--- config.mk ---
export PLATFORM = sky130hd
export DESIGN_NAME = fixed_step_window_hit_trigger_unit
export DESIGN_NICKNAME = d
export VERILOG_FILES = /design/src/hdl/fswht_pkg.sv /design/src/hdl/fixed_step_window_hit_trigger_unit.sv /design/src/hdl/fswht_rem.sv /design/src/hdl/fswht_dp.sv /design/src/hdl/fswht_ctrl.sv
export VERILOG_INCLUDE_DIRS = /design/src /design/src/hdl
export SDC_FILE = /design/constraint.sdc
export NUM_CORES = 2
export LEC_CHECK = 0
export BUFFER_PORTS_ARGS = -buffer_cell sky130_fd_sc_hd__buf_2
export CAP_MARGIN = 20
export CORE_ASPECT_RATIO = 1.5
export CORE_UTILIZATION = 38
export CTS_BUF_LIST = sky130_fd_sc_hd__clkbuf_8 sky130_fd_sc_hd__clkbuf_16
export CTS_CLUSTER_SIZE = 20
export DETAILED_ROUTE_END_ITERATION = 7
export HOLD_SLACK_MARGIN = 0.02
export PLACE_DENSITY = 0.5
export SLEW_MARGIN = 10
export SYNTH_ARGS = -nofsm -noshare
export SYNTH_HDL_FRONTEND = slang
export SYNTH_SLANG_ARGS = --single-unit
export TNS_END_PERCENT = 30
--- constraint.sdc ---
create_clock -name i_clk -period 21.9 [get_ports i_clk]
set_input_delay 4.38 -clock i_clk [delete_from_list [all_inputs] [get_ports i_clk]]
set_output_delay 4.38 -clock i_clk [all_outputs]
set_load 0.05 [all_outputs]
--- src/hdl/assert_macros.svh ---
// Assertion helpers shared by the trigger unit modules.
// Each module that uses them has ports named i_clk and i_rst_n.
`ifndef ASSERT_MACROS_SVH
`define ASSERT_MACROS_SVH

// Same-cycle implication, disabled during reset.
`define FSWHT_ASSERT_IMP(lbl, ante, cons, msg) \
    lbl: assert property (@(posedge i_clk) disable iff (!i_rst_n) (ante) |-> (cons)) \
        else $error(msg);

// Next-cycle implication, disabled during reset.
`define FSWHT_ASSERT_NXT(lbl, ante, cons, msg) \
    lbl: assert property (@(posedge i_clk) disable iff (!i_rst_n) (ante) |=> (cons)) \
        else $error(msg);

`endif

--- src/hdl/fswht_pkg.sv ---
// ----------------------------------------------------------------------------
// fswht_pkg
// Shared types and constants of the fixed-step window hit trigger unit.
// ----------------------------------------------------------------------------
package fswht_pkg;

    localparam int unsigned CAP_W = 4;
    localparam logic [CAP_W-1:0] RESULT_CAP = 4'd8;

    localparam int unsigned CFG_IDX_W = 3;
    localparam logic [CFG_IDX_W-1:0] REG_MIN_HITS  = 3'd0;
    localparam logic [CFG_IDX_W-1:0] REG_MAX_HITS  = 3'd1;
    localparam logic [CFG_IDX_W-1:0] REG_SOFT_FRAC = 3'd2;
    localparam logic [CFG_IDX_W-1:0] REG_WIN_LEN   = 3'd3;
    localparam logic [CFG_IDX_W-1:0] REG_WIN_STEP  = 3'd4;

    // commands from the controller to the datapath
    typedef struct packed {
        logic accept;     // latch hit, open event if none
        logic scan_step;  // examine one slot for the close search
        logic pass_last;  // close search mode: last-hit pass
        logic eval;       // register total and threshold products
        logic close;      // close best slot, emit if it triggers
        logic adv_start;  // start gap advance
        logic adv_x_t;    // advance target: hit time (else hit time minus length)
        logic adv_fin;    // apply remainder to next start
        logic adv_step;   // add one step to next start
        logic alloc;      // open a window at next start
        logic update;     // count hit in all covering windows
        logic end_ev;     // drop all windows, close event
        logic flush;      // move pending result out as last of run
    } t_cmd;

    // status from the datapath to the controller
    typedef struct packed {
        logic scan_last;
        logic best_found;
        logic close_stall;
        logic a_go;
        logic loop_go;
        logic loop_far;
        logic free_any;
        logic div_busy;
        logic pend_valid;
        logic out_free;
        logic last_hit;
    } t_sts;

endpackage

--- src/hdl/fixed_step_window_hit_trigger_unit.sv ---
// ----------------------------------------------------------------------------
// fixed_step_window_hit_trigger_unit
// Fixed-step time window trigger over the hits of one event.
// ----------------------------------------------------------------------------
// Hits enter on the input channel (valid/ready), one transaction per hit, in
// nondecreasing time order; last_in_event ends the event. Triggered windows
// leave on the output channel, up to eight per hit, the final one of each hit
// marked by last_of_run. Registers are written through the config channel,
// which is always ready; write only while the unit is idle.
// One hit at a time: each close search walks the window slots one per cycle,
// a start advance over a gap runs the remainder unit, windows are opened at
// the next start, the hit is counted in its windows, and the run ends with a
// flush. A result reaches the output one window after it is found, the last
// one at the flush. A stalled receiver holds the output register; the
// sequencer waits whenever a new result would overwrite it. Reset clears the
// event, all window slots and the output, and loads register defaults.
// ----------------------------------------------------------------------------
module fixed_step_window_hit_trigger_unit #(
    parameter int unsigned OPEN_WINDOWS = 8,
    parameter int unsigned TIME_BITS    = 32,
    parameter int unsigned COUNT_BITS   = 16
) (
    input  logic        i_clk,
    input  logic        i_rst_n,
    input  logic        i_in_valid,
    output logic        o_in_ready,
    input  logic [31:0] i_hit_time,
    input  logic        i_coincident,
    input  logic        i_last_in_event,
    output logic        o_out_valid,
    input  logic        i_out_ready,
    output logic [31:0] o_window_start,
    output logic [31:0] o_window_end,
    output logic [15:0] o_first_hit_index,
    output logic [15:0] o_hit_count,
    output logic        o_last_of_run,
    input  logic        i_cfg_valid,
    output logic        o_cfg_ready,
    input  logic [fswht_pkg::CFG_IDX_W-1:0] i_cfg_index,
    input  logic [31:0] i_cfg_data
);
    fswht_pkg::t_cmd cmd;
    fswht_pkg::t_sts sts;

    assign o_cfg_ready = 1'b1;

    fswht_ctrl u_ctrl (
        .i_clk      (i_clk),
        .i_rst_n    (i_rst_n),
        .i_in_valid (i_in_valid),
        .o_in_ready (o_in_ready),
        .i_sts      (sts),
        .o_cmd      (cmd)
    );

    fswht_dp #(
        .N  (OPEN_WINDOWS),
        .TW (TIME_BITS),
        .CB (COUNT_BITS)
    ) u_dp (
        .i_clk             (i_clk),
        .i_rst_n           (i_rst_n),
        .i_cmd             (cmd),
        .o_sts             (sts),
        .i_hit_time        (i_hit_time),
        .i_coincident      (i_coincident),
        .i_last_in_event   (i_last_in_event),
        .i_cfg_valid       (i_cfg_valid),
        .i_cfg_index       (i_cfg_index),
        .i_cfg_data        (i_cfg_data),
        .o_out_valid       (o_out_valid),
        .i_out_ready       (i_out_ready),
        .o_window_start    (o_window_start),
        .o_window_end      (o_window_end),
        .o_first_hit_index (o_first_hit_index),
        .o_hit_count       (o_hit_count),
        .o_last_of_run     (o_last_of_run)
    );

endmodule

--- src/hdl/fswht_rem.sv ---
// ----------------------------------------------------------------------------
// fswht_rem
// Restoring remainder unit, one dividend bit per cycle.
// ----------------------------------------------------------------------------
`include "assert_macros.svh"

module fswht_rem #(
    parameter int unsigned TW = 32
) (
    input  logic          i_clk,
    input  logic          i_rst_n,
    input  logic          i_start,
    input  logic [TW-1:0] i_dividend,
    input  logic [31:0]   i_divisor,
    output logic          o_busy,
    output logic [TW-1:0] o_rem
);
    localparam int unsigned EW = (TW > 32) ? TW : 32;
    localparam int unsigned CW = $clog2(TW + 1);

    logic          r_busy;
    logic [CW-1:0] r_cnt;
    logic [TW-1:0] r_q;
    logic [EW-1:0] r_rem;
    logic [EW:0]   trial;
    logic [EW:0]   div_e;

    assign div_e = (EW+1)'(i_divisor);
    assign trial = {r_rem, r_q[TW-1]};

    always_ff @(posedge i_clk) begin
        if (!i_rst_n) begin
            r_busy <= 1'b0;
            r_cnt  <= '0;
        end else if (i_start) begin
            r_busy <= 1'b1;
            r_cnt  <= CW'(TW);
        end else if (r_busy) begin
            r_cnt <= r_cnt - 1'b1;
            if (r_cnt == CW'(1)) begin
                r_busy <= 1'b0;
            end
        end
    end

    always_ff @(posedge i_clk) begin
        if (i_start) begin
            r_q   <= i_dividend;
            r_rem <= '0;
        end else if (r_busy) begin
            r_q <= {r_q[TW-2:0], 1'b0};
            if (trial >= div_e) begin
                r_rem <= EW'(trial - div_e);
            end else begin
                r_rem <= trial[EW-1:0];
            end
        end
    end

    assign o_busy = r_busy;
    assign o_rem  = r_rem[TW-1:0];

    `FSWHT_ASSERT_IMP(a_no_restart, i_start, !r_busy, "remainder unit restarted while busy")

endmodule

--- src/hdl/fswht_dp.sv ---
// ----------------------------------------------------------------------------
// fswht_dp
// Datapath: configuration, event state, window slots, close search,
// threshold products, pending result and output register.
// ----------------------------------------------------------------------------
`include "assert_macros.svh"

module fswht_dp #(
    parameter int unsigned N  = 8,
    parameter int unsigned TW = 32,
    parameter int unsigned CB = 16
) (
    input  logic                          i_clk,
    input  logic                          i_rst_n,
    input  fswht_pkg::t_cmd               i_cmd,
    output fswht_pkg::t_sts               o_sts,
    input  logic [31:0]                   i_hit_time,
    input  logic                          i_coincident,
    input  logic                          i_last_in_event,
    input  logic                          i_cfg_valid,
    input  logic [fswht_pkg::CFG_IDX_W-1:0] i_cfg_index,
    input  logic [31:0]                   i_cfg_data,
    output logic                          o_out_valid,
    input  logic                          i_out_ready,
    output logic [31:0]                   o_window_start,
    output logic [31:0]                   o_window_end,
    output logic [15:0]                   o_first_hit_index,
    output logic [15:0]                   o_hit_count,
    output logic                          o_last_of_run
);
    localparam int unsigned EW = (TW > 32) ? TW : 32;
    localparam int unsigned KW = (N > 1) ? $clog2(N) : 1;
    localparam int unsigned PW = CB + 17;

    // configuration
    logic [15:0] r_min_hits, r_max_hits, r_frac;
    logic [31:0] r_len, r_step;

    // hit and event state
    logic [TW-1:0] r_t, r_next, r_x;
    logic          r_hard, r_last, r_open, r_done, r_skip;
    logic [CB-1:0] r_hitc;
    logic [fswht_pkg::CAP_W-1:0] r_n;

    // window slots
    logic [TW-1:0] r_s_start [N];
    logic [CB-1:0] r_s_hard  [N];
    logic [CB-1:0] r_s_soft  [N];
    logic [CB-1:0] r_s_first [N];
    logic [N-1:0]  r_s_valid;

    // close search
    logic [KW-1:0] r_k, r_best;
    logic          r_best_found;
    logic [TW-1:0] r_best_s;
    logic [CB:0]   r_tot;
    logic [PW-1:0] r_lhs, r_rhs;

    // pending and output results
    logic        r_p_valid, r_o_valid;
    logic [31:0] r_p_start, r_p_end;
    logic [15:0] r_p_first, r_p_cnt;
    logic [31:0] r_o_start, r_o_end;
    logic [15:0] r_o_first, r_o_cnt;
    logic        r_o_last;

    logic [EW-1:0] len_e;
    logic [31:0]   st_eff;
    logic [TW-1:0] t_in, s_cur, x_sel, x_tl, dividend, rem;
    logic [EW-1:0] t_in_e;
    logic          cond, take, div_busy;
    logic          free_any;
    logic [KW-1:0] free_idx;
    logic [N-1:0]  in_win;
    logic [32:0]   tot_x;
    logic          trig;
    logic          out_free, load_out;
    logic [EW-1:0] start_e;
    logic [31:0]   new_start, new_end, first_x;
    logic [15:0]   new_cnt;
    logic [CB:0]   tot_cur;
    logic [PW-1:0] prod;

    assign len_e  = EW'(r_len);
    assign st_eff = (r_step == '0) ? 32'd1 : r_step;
    assign t_in_e = EW'(i_hit_time);
    assign t_in   = t_in_e[TW-1:0];
    assign s_cur  = r_s_start[r_k];

    always_comb begin
        if (i_cmd.pass_last) begin
            cond = s_cur < r_t;
        end else begin
            cond = (r_t >= s_cur) && (EW'(r_t - s_cur) >= len_e);
        end
        take = r_s_valid[r_k] && cond
            && ((r_k == '0) || !r_best_found || (s_cur < r_best_s));
    end

    always_comb begin
        free_any = 1'b0;
        free_idx = '0;
        for (int k = N - 1; k >= 0; k--) begin
            if (!r_s_valid[k]) begin
                free_any = 1'b1;
                free_idx = KW'(k);
            end
        end
    end

    always_comb begin
        for (int k = 0; k < N; k++) begin
            in_win[k] = r_s_valid[k] && (r_t >= r_s_start[k])
                && (EW'(r_t - r_s_start[k]) < len_e);
        end
    end

    // gap advance target and divider operand
    assign x_tl     = TW'(EW'(r_t) - len_e);
    assign x_sel    = i_cmd.adv_x_t ? r_t : x_tl;
    assign dividend = (r_next <= x_sel) ? (x_sel - r_next) : '0;

    fswht_rem #(.TW(TW)) u_rem (
        .i_clk      (i_clk),
        .i_rst_n    (i_rst_n),
        .i_start    (i_cmd.adv_start),
        .i_dividend (dividend),
        .i_divisor  (st_eff),
        .o_busy     (div_busy),
        .o_rem      (rem)
    );

    // threshold test on registered products
    assign tot_cur = (CB+1)'(r_s_hard[r_best]) + (CB+1)'(r_s_soft[r_best]);
    assign prod    = PW'(r_frac) * PW'(tot_cur);
    assign tot_x   = 33'(r_tot);
    assign trig    = (tot_x != '0) && (tot_x >= 33'(r_min_hits))
        && (tot_x <= 33'(r_max_hits)) && (r_lhs > r_rhs)
        && (r_n < fswht_pkg::RESULT_CAP);

    assign start_e   = EW'(r_best_s);
    assign new_start = start_e[31:0];
    assign new_end   = 32'(start_e + len_e);
    assign first_x   = 32'(r_s_first[r_best]);
    assign new_cnt   = (tot_x > 33'd65535) ? 16'hFFFF : tot_x[15:0];

    assign out_free = !r_o_valid || i_out_ready;
    assign load_out = (i_cmd.close && trig && r_p_valid) || (i_cmd.flush && r_p_valid);

    // control state
    always_ff @(posedge i_clk) begin
        if (!i_rst_n) begin
            r_min_hits   <= 16'd1;
            r_max_hits   <= 16'hFFFF;
            r_frac       <= 16'd0;
            r_len        <= 32'd1000;
            r_step       <= 32'd1000;
            r_open       <= 1'b0;
            r_done       <= 1'b0;
            r_next       <= '0;
            r_hitc       <= '0;
            r_n          <= '0;
            r_s_valid    <= '0;
            r_k          <= '0;
            r_best_found <= 1'b0;
            r_p_valid    <= 1'b0;
            r_o_valid    <= 1'b0;
        end else begin
            if (i_cfg_valid) begin
                if (i_cfg_index == fswht_pkg::REG_MIN_HITS) r_min_hits <= i_cfg_data[15:0];
                if (i_cfg_index == fswht_pkg::REG_MAX_HITS) r_max_hits <= i_cfg_data[15:0];
                if (i_cfg_index == fswht_pkg::REG_SOFT_FRAC) r_frac <= i_cfg_data[15:0];
                if (i_cfg_index == fswht_pkg::REG_WIN_LEN) r_len <= i_cfg_data;
                if (i_cfg_index == fswht_pkg::REG_WIN_STEP) r_step <= i_cfg_data;
            end

            if (load_out) begin
                r_o_valid <= 1'b1;
            end else if (i_out_ready) begin
                r_o_valid <= 1'b0;
            end

            if (i_cmd.accept) begin
                r_n <= '0;
                if (!r_open) begin
                    r_open    <= 1'b1;
                    r_next    <= t_in;
                    r_done    <= 1'b0;
                    r_hitc    <= '0;
                    r_s_valid <= '0;
                end
            end

            if (i_cmd.scan_step) begin
                r_k <= (r_k == KW'(N - 1)) ? '0 : r_k + 1'b1;
                if (r_k == '0) begin
                    r_best_found <= take;
                end else if (take) begin
                    r_best_found <= 1'b1;
                end
            end

            if (i_cmd.close) begin
                r_s_valid[r_best] <= 1'b0;
                if (trig) begin
                    r_p_valid <= 1'b1;
                    r_n       <= r_n + 1'b1;
                end
            end

            if (i_cmd.adv_fin && !r_skip) begin
                r_next <= r_x - rem;
            end

            if (i_cmd.adv_step) begin
                if (EW'(st_eff) > EW'(~r_next)) begin
                    r_done <= 1'b1;
                end else begin
                    r_next <= TW'(EW'(r_next) + EW'(st_eff));
                end
            end

            if (i_cmd.alloc) begin
                r_s_valid[free_idx] <= 1'b1;
            end

            if (i_cmd.update && (r_hitc != '1)) begin
                r_hitc <= r_hitc + 1'b1;
            end

            if (i_cmd.end_ev) begin
                r_s_valid <= '0;
                r_open    <= 1'b0;
            end

            if (i_cmd.flush) begin
                r_p_valid <= 1'b0;
            end
        end
    end

    // payload
    always_ff @(posedge i_clk) begin
        if (i_cmd.accept) begin
            r_t    <= t_in;
            r_hard <= i_coincident;
            r_last <= i_last_in_event;
        end
        if (i_cmd.scan_step && take) begin
            r_best   <= r_k;
            r_best_s <= s_cur;
        end
        if (i_cmd.eval) begin
            r_tot <= tot_cur;
            r_lhs <= PW'({r_s_soft[r_best], 16'h0000});
            r_rhs <= prod;
        end
        if (i_cmd.adv_start) begin
            r_x    <= x_sel;
            r_skip <= r_next > x_sel;
        end
        if (i_cmd.alloc) begin
            r_s_start[free_idx] <= r_next;
            r_s_hard[free_idx]  <= '0;
            r_s_soft[free_idx]  <= '0;
            r_s_first[free_idx] <= r_hitc;
        end
        if (i_cmd.update) begin
            for (int k = 0; k < N; k++) begin
                if (in_win[k]) begin
                    if ((r_s_hard[k] == '0) && (r_s_soft[k] == '0)) begin
                        r_s_first[k] <= r_hitc;
                    end
                    if (r_hard) begin
                        if (r_s_hard[k] != '1) r_s_hard[k] <= r_s_hard[k] + 1'b1;
                    end else begin
                        if (r_s_soft[k] != '1) r_s_soft[k] <= r_s_soft[k] + 1'b1;
                    end
                end
            end
        end
        if (i_cmd.close && trig) begin
            r_p_start <= new_start;
            r_p_end   <= new_end;
            r_p_first <= first_x[15:0];
            r_p_cnt   <= new_cnt;
        end
        if (load_out) begin
            r_o_start <= r_p_start;
            r_o_end   <= r_p_end;
            r_o_first <= r_p_first;
            r_o_cnt   <= r_p_cnt;
            r_o_last  <= i_cmd.flush;
        end
    end

    always_comb begin
        o_sts             = '0;
        o_sts.scan_last   = (r_k == KW'(N - 1));
        o_sts.best_found  = r_best_found;
        o_sts.close_stall = trig && r_p_valid && !out_free;
        o_sts.a_go        = !r_done && (r_next <= r_t) && (EW'(r_t - r_next) >= len_e);
        o_sts.loop_go     = !r_done && (r_next <= r_t);
        o_sts.loop_far    = EW'(r_t - r_next) >= len_e;
        o_sts.free_any    = free_any;
        o_sts.div_busy    = div_busy;
        o_sts.pend_valid  = r_p_valid;
        o_sts.out_free    = out_free;
        o_sts.last_hit    = r_last;
    end

    assign o_out_valid       = r_o_valid;
    assign o_window_start    = r_o_start;
    assign o_window_end      = r_o_end;
    assign o_first_hit_index = r_o_first;
    assign o_hit_count       = r_o_cnt;
    assign o_last_of_run     = r_o_last;

    `FSWHT_ASSERT_IMP(a_no_overwrite, load_out, out_free, "output register overwritten")
    `FSWHT_ASSERT_IMP(a_pend_empty, i_cmd.accept, !r_p_valid, "result pending at new hit")

endmodule

--- src/hdl/fswht_ctrl.sv ---
// ----------------------------------------------------------------------------
// fswht_ctrl
// Sequencer for one hit: early close, start advance, window open, count,
// final close at the last hit of an event and flush of the last result.
// ----------------------------------------------------------------------------
`include "assert_macros.svh"

module fswht_ctrl (
    input  logic            i_clk,
    input  logic            i_rst_n,
    input  logic            i_in_valid,
    output logic            o_in_ready,
    input  fswht_pkg::t_sts i_sts,
    output fswht_pkg::t_cmd o_cmd
);
    typedef enum logic [10:0] {
        S_IDLE  = 11'b00000000001,
        S_SCAN  = 11'b00000000010,
        S_EVAL  = 11'b00000000100,
        S_CLOSE = 11'b00000001000,
        S_CHKA  = 11'b00000010000,
        S_ADVW  = 11'b00000100000,
        S_ADVS  = 11'b00001000000,
        S_LOOP  = 11'b00010000000,
        S_UPD   = 11'b00100000000,
        S_ENDEV = 11'b01000000000,
        S_FLUSH = 11'b10000000000
    } t_state;

    t_state r_state, n_state;
    logic   r_pass, n_pass;
    logic   r_ret_upd, n_ret_upd;

    always_ff @(posedge i_clk) begin
        if (!i_rst_n) begin
            r_state   <= S_IDLE;
            r_pass    <= 1'b0;
            r_ret_upd <= 1'b0;
        end else begin
            r_state   <= n_state;
            r_pass    <= n_pass;
            r_ret_upd <= n_ret_upd;
        end
    end

    always_comb begin
        n_state         = r_state;
        n_pass          = r_pass;
        n_ret_upd       = r_ret_upd;
        o_cmd           = '0;
        o_cmd.pass_last = r_pass;
        o_in_ready      = 1'b0;
        unique case (r_state)
            S_IDLE: begin
                o_in_ready = 1'b1;
                if (i_in_valid) begin
                    o_cmd.accept = 1'b1;
                    n_pass       = 1'b0;
                    n_state      = S_SCAN;
                end
            end
            S_SCAN: begin
                o_cmd.scan_step = 1'b1;
                if (i_sts.scan_last) n_state = S_EVAL;
            end
            S_EVAL: begin
                if (i_sts.best_found) begin
                    o_cmd.eval = 1'b1;
                    n_state    = S_CLOSE;
                end else if (r_pass) begin
                    n_state = S_ENDEV;
                end else begin
                    n_state = S_CHKA;
                end
            end
            S_CLOSE: begin
                // hold while an earlier result still blocks the output
                if (!i_sts.close_stall) begin
                    o_cmd.close = 1'b1;
                    n_state     = S_SCAN;
                end
            end
            S_CHKA: begin
                if (i_sts.a_go) begin
                    o_cmd.adv_start = 1'b1;
                    n_ret_upd       = 1'b0;
                    n_state         = S_ADVW;
                end else begin
                    n_state = S_LOOP;
                end
            end
            S_ADVW: begin
                if (!i_sts.div_busy) begin
                    o_cmd.adv_fin = 1'b1;
                    n_state       = S_ADVS;
                end
            end
            S_ADVS: begin
                o_cmd.adv_step = 1'b1;
                n_state        = r_ret_upd ? S_UPD : S_LOOP;
            end
            S_LOOP: begin
                if (!i_sts.loop_go) begin
                    n_state = S_UPD;
                end else if (i_sts.loop_far || !i_sts.free_any) begin
                    o_cmd.adv_start = 1'b1;
                    o_cmd.adv_x_t   = 1'b1;
                    n_ret_upd       = 1'b1;
                    n_state         = S_ADVW;
                end else begin
                    o_cmd.alloc    = 1'b1;
                    o_cmd.adv_step = 1'b1;
                end
            end
            S_UPD: begin
                o_cmd.update = 1'b1;
                if (i_sts.last_hit) begin
                    n_pass  = 1'b1;
                    n_state = S_SCAN;
                end else begin
                    n_state = S_FLUSH;
                end
            end
            S_ENDEV: begin
                o_cmd.end_ev = 1'b1;
                n_state      = S_FLUSH;
            end
            S_FLUSH: begin
                if (!i_sts.pend_valid) begin
                    n_state = S_IDLE;
                end else if (i_sts.out_free) begin
                    o_cmd.flush = 1'b1;
                    n_state     = S_IDLE;
                end
            end
            default: begin
                n_state = S_IDLE;
            end
        endcase
    end

    `FSWHT_ASSERT_NXT(a_acc_scan, i_in_valid && o_in_ready, r_state == S_SCAN,
        "accepted hit did not start the close search")

endmodule
==> out/summary.txt <==
Synthesized Nets: 11200
final clock skew: 0.0708 ns
final weighted congestion in routability-driven placement: 0.981
TritonCTS sink count: 1271
starting utilization of the core area: 38.3%
Resized Gates After CTS: 0
count of port buffers added during placement: 172
post-synthesis area per instance: 9.80 um^2
run status: finished clean
boundary pin count: 174
CTS tree: done
number of search-and-repair iterations in the first detailed-routing pass: 5
delay-heaviest family, CP: adder cells
die area: 257000 um^2
endpoint kind of the worst setup timing path: flop
global-route wire length before repair: 519 mm
vias after detailed routing: 78000
final routed wirelength across all metal layers: 357 mm
Psw: 3.04 mW
count of placed standard cells in the final layout, fillers left out: 13500
y dimension of the die: 620 um
top cells by area, synth: edfxtp_1, ha_1, dfxtp_1
number of cells in the design after placement: 13300
P_leak: 43.9 nW
deepest level of the CTS H-tree: 4
worst endpoint required time: 22.48 ns
portion of synthesized cell area occupied by the leading cell type: 32.0%
number of buffers inserted during clock tree synthesis: 150
most common cell in the synthesized netlist: ha_1
fraction of registers with async set/reset: 0%
share of total power in combinational logic: 37.0%
Root Buffer Master: clkbuf_16
Tightest Hold Check Type: reg -> reg
fraction of layout cells with a size suffix above 1: 8.27%
post-route DRC violation count: 0
top cell type by total area after synthesis: edfxtp_1
post-synthesis to final-layout area growth: 10.6%
Tmin final: 10.89 ns
internal power of the cells: 5.32 mW
Setup TNS: 0 ns
residual antenna-violating net count after detailed routing: 0
final count of hold timing violations: 0
number of max-slew violations in the final report: 0
cell area reported after detailed placement: 102000 um^2
global-route total usage across every layer: 27.3%
commonest register cell after synthesis: edfxtp_1
standard-cell row count: 226
CP max stage cell: dfxtp_4
Final Setup Violations: 0
Crit path buffers/inverters: 5
count of unique library cells instantiated by Yosys: 95
Worst path max stage delay: 0.71 ns
hold wc startpoint: u_dp.r_p_start[16]
gr ovfl total: 0
detail-routed via count per cell: 5.77
leading post-synthesis cells by instance count: ha_1, edfxtp_1, inv_1
unrepaired setup endpoints after global routing: false
Setup Crit Path Kind: reg -> reg
horizontal die dimension: 414 um
final design utilization: 42.3%
power density normalized to cell area: 78.1 nW/um^2
buffers inserted during post-CTS setup optimization: 0
Final HPWL DP: 284 mm
Hold Worst Slack: 0.408 ns
total core area: 253000 um^2
worst endpoint data arrival time: 11.47 ns
detailed router's first-iteration violation count: 5870
hold-fix buffers at CTS: 0
number of global-route vias before repair: 79600
Worst VDD drop: 0.0000494 V
final cell area excluding filler cells: 107000 um^2
share of the yosys chip area belonging to registers: 37.0%
maximum count of clock buffers along a single path: 4
CP max FO: 35
EDFF count, synth: 1033
#FFs+latches synth: 1271
count of warnings emitted by yosys: 0
net switching share of the total power: 36.3%
maximum frequency from static timing analysis: 91.8 MHz
count of mapped cells out of synthesis: 9880
number of antenna violations at the first check in global routing: 15
most frequent cell on the critical path: fa_1
Rel. slew slack: 15.2%
Final period util: 49.7%
clock power share: 30.1%
Maximum Capacitance Violations: 0
sequential share of power: 32.9%
Syn Std Cell Area: 96800 um^2
clock edge transition at the registers on the reported setup and hold paths: 0.07 ns
startpoint class of the critical path: flop
transition time of the tightest slew-check pin: 1.26 ns
largest net degree at the start of global routing: 80
Clk Latency, worst-skew pair: 0.84 ns
number of nets in the layout: 11500
average routed wire per standard cell: 26.4 um
[flip-flops by register name, indices dropped and copies added (netlist names), 33 cells and up, named ones only]
name / count
u_dp.r_s_first: 128
u_dp.r_s_soft: 128
u_dp.r_s_start: 256
u_dp.r_s_hard: 128
u_dp.r_rhs: 33
[power by group through the flow]
stage          Sequential, mW  Clock, mW  Combinational (mW)
4_1_cts                  2.75       2.58                3.07
2_1_floorplan            2.78          0                2.17
5_1_grt                  2.76       2.64                3.41
6_report                 2.75       2.51                3.09
3_5_place_dp             2.80          0                3.05
3_3_place_gp             2.80          0                3.01
[kinds of logic (layout without fill, tap and decap cells)]
logic type | after synthesis | count (layout) | share of synthesized area [%]
simple gates | 2864 | 2864 | 14.2
other cells | 1 | 5 | 0.00387
xor+xnor | 710 | 710 | 6.42
mux | 227 | 227 | 4.09
compound gates | 2254 | 2254 | 15.0
fa+ha+maj | 1286 | 1286 | 18.4
flops | 1271 | 1271 | 37.0
buf+inv | 1267 | 1596 | 4.97
[layout by cell type, fill, tap and decap left out, types with 97 or more instances in the layout]
master / count
o21a_1: 109
o21ai_0: 347
nor3_1: 150
edfxtp_1: 1033
inv_1: 998
fa_1: 225
a21o_1: 356
nand2_1: 884
xor2_1: 300
nand4_1: 174
dfxtp_1: 232
buf_4: 182
and3_1: 151
ha_1: 1061
buf_2: 174
clkbuf_16: 154
nor2_1: 670
o211ai_1: 97
a21oi_1: 719
xnor2_1: 407
nand3_1: 251
and2_1: 151
mux4_2: 126
[cell type report]
type,instances,area (um^2)
diodes,4,10.0
clock buffers,157,3890
clock inverters,103,841
fillers,24500,146000
inverters,977,3670
multi-input cells,7342,56400
flip-flops and latches,1271,35800
well taps,3306,4140
repair buffers,359,2280
[final timing paths]
| kind | to | slack (ns) | cells past startpoint |
|---|---|---|---|
| hold reg to reg | u_dp.o_window_start[16] | 0.41 | 0 |
| setup reg to reg | u_dp.r_rhs[32] | 11.01 | 36 |
| hold / removal | u_dp.o_window_start[16] | 0.41 | 0 |
| setup / recovery | u_dp.r_rhs[32] | 11.01 | 36 |
[worst reg2reg max path: cells and delay by family, from the launching register on]
kind,cells,cell delay (ns)
buf+inv,5,0.87
fa+ha+maj,9,4.06
compound gates,15,3.54
xor+xnor,1,0.07
mux,1,0.63
simple gates,5,0.78
flops,1,0.71
[metrics by stage]
stage | power, mW | worst slack [ns]
2_1_floorplan | 4.95 | 10.16
3_3_place_gp | 5.81 | 11.09
3_5_place_dp | 5.85 | 10.98
4_1_cts | 8.40 | 10.98
5_1_grt | 8.81 | 10.21
6_report | 8.36 | 11.01
[routing by layer]
metal | part of all wire [%] | routed length [um] | GRT usage [%] | vias up
met2 | 48 | 172000 | 47.4 | 2577
met1 | 40 | 144000 | 33.3 | 38700
met5 | 0 | 0 | 0 | -
li1 | - | - | - | 36100
met4 | 6.0 | 21400 | 14.5 | 0
met3 | 5.3 | 18900 | 2.69 | 698
No activity file was read; power rests on OpenSTA's default activity.
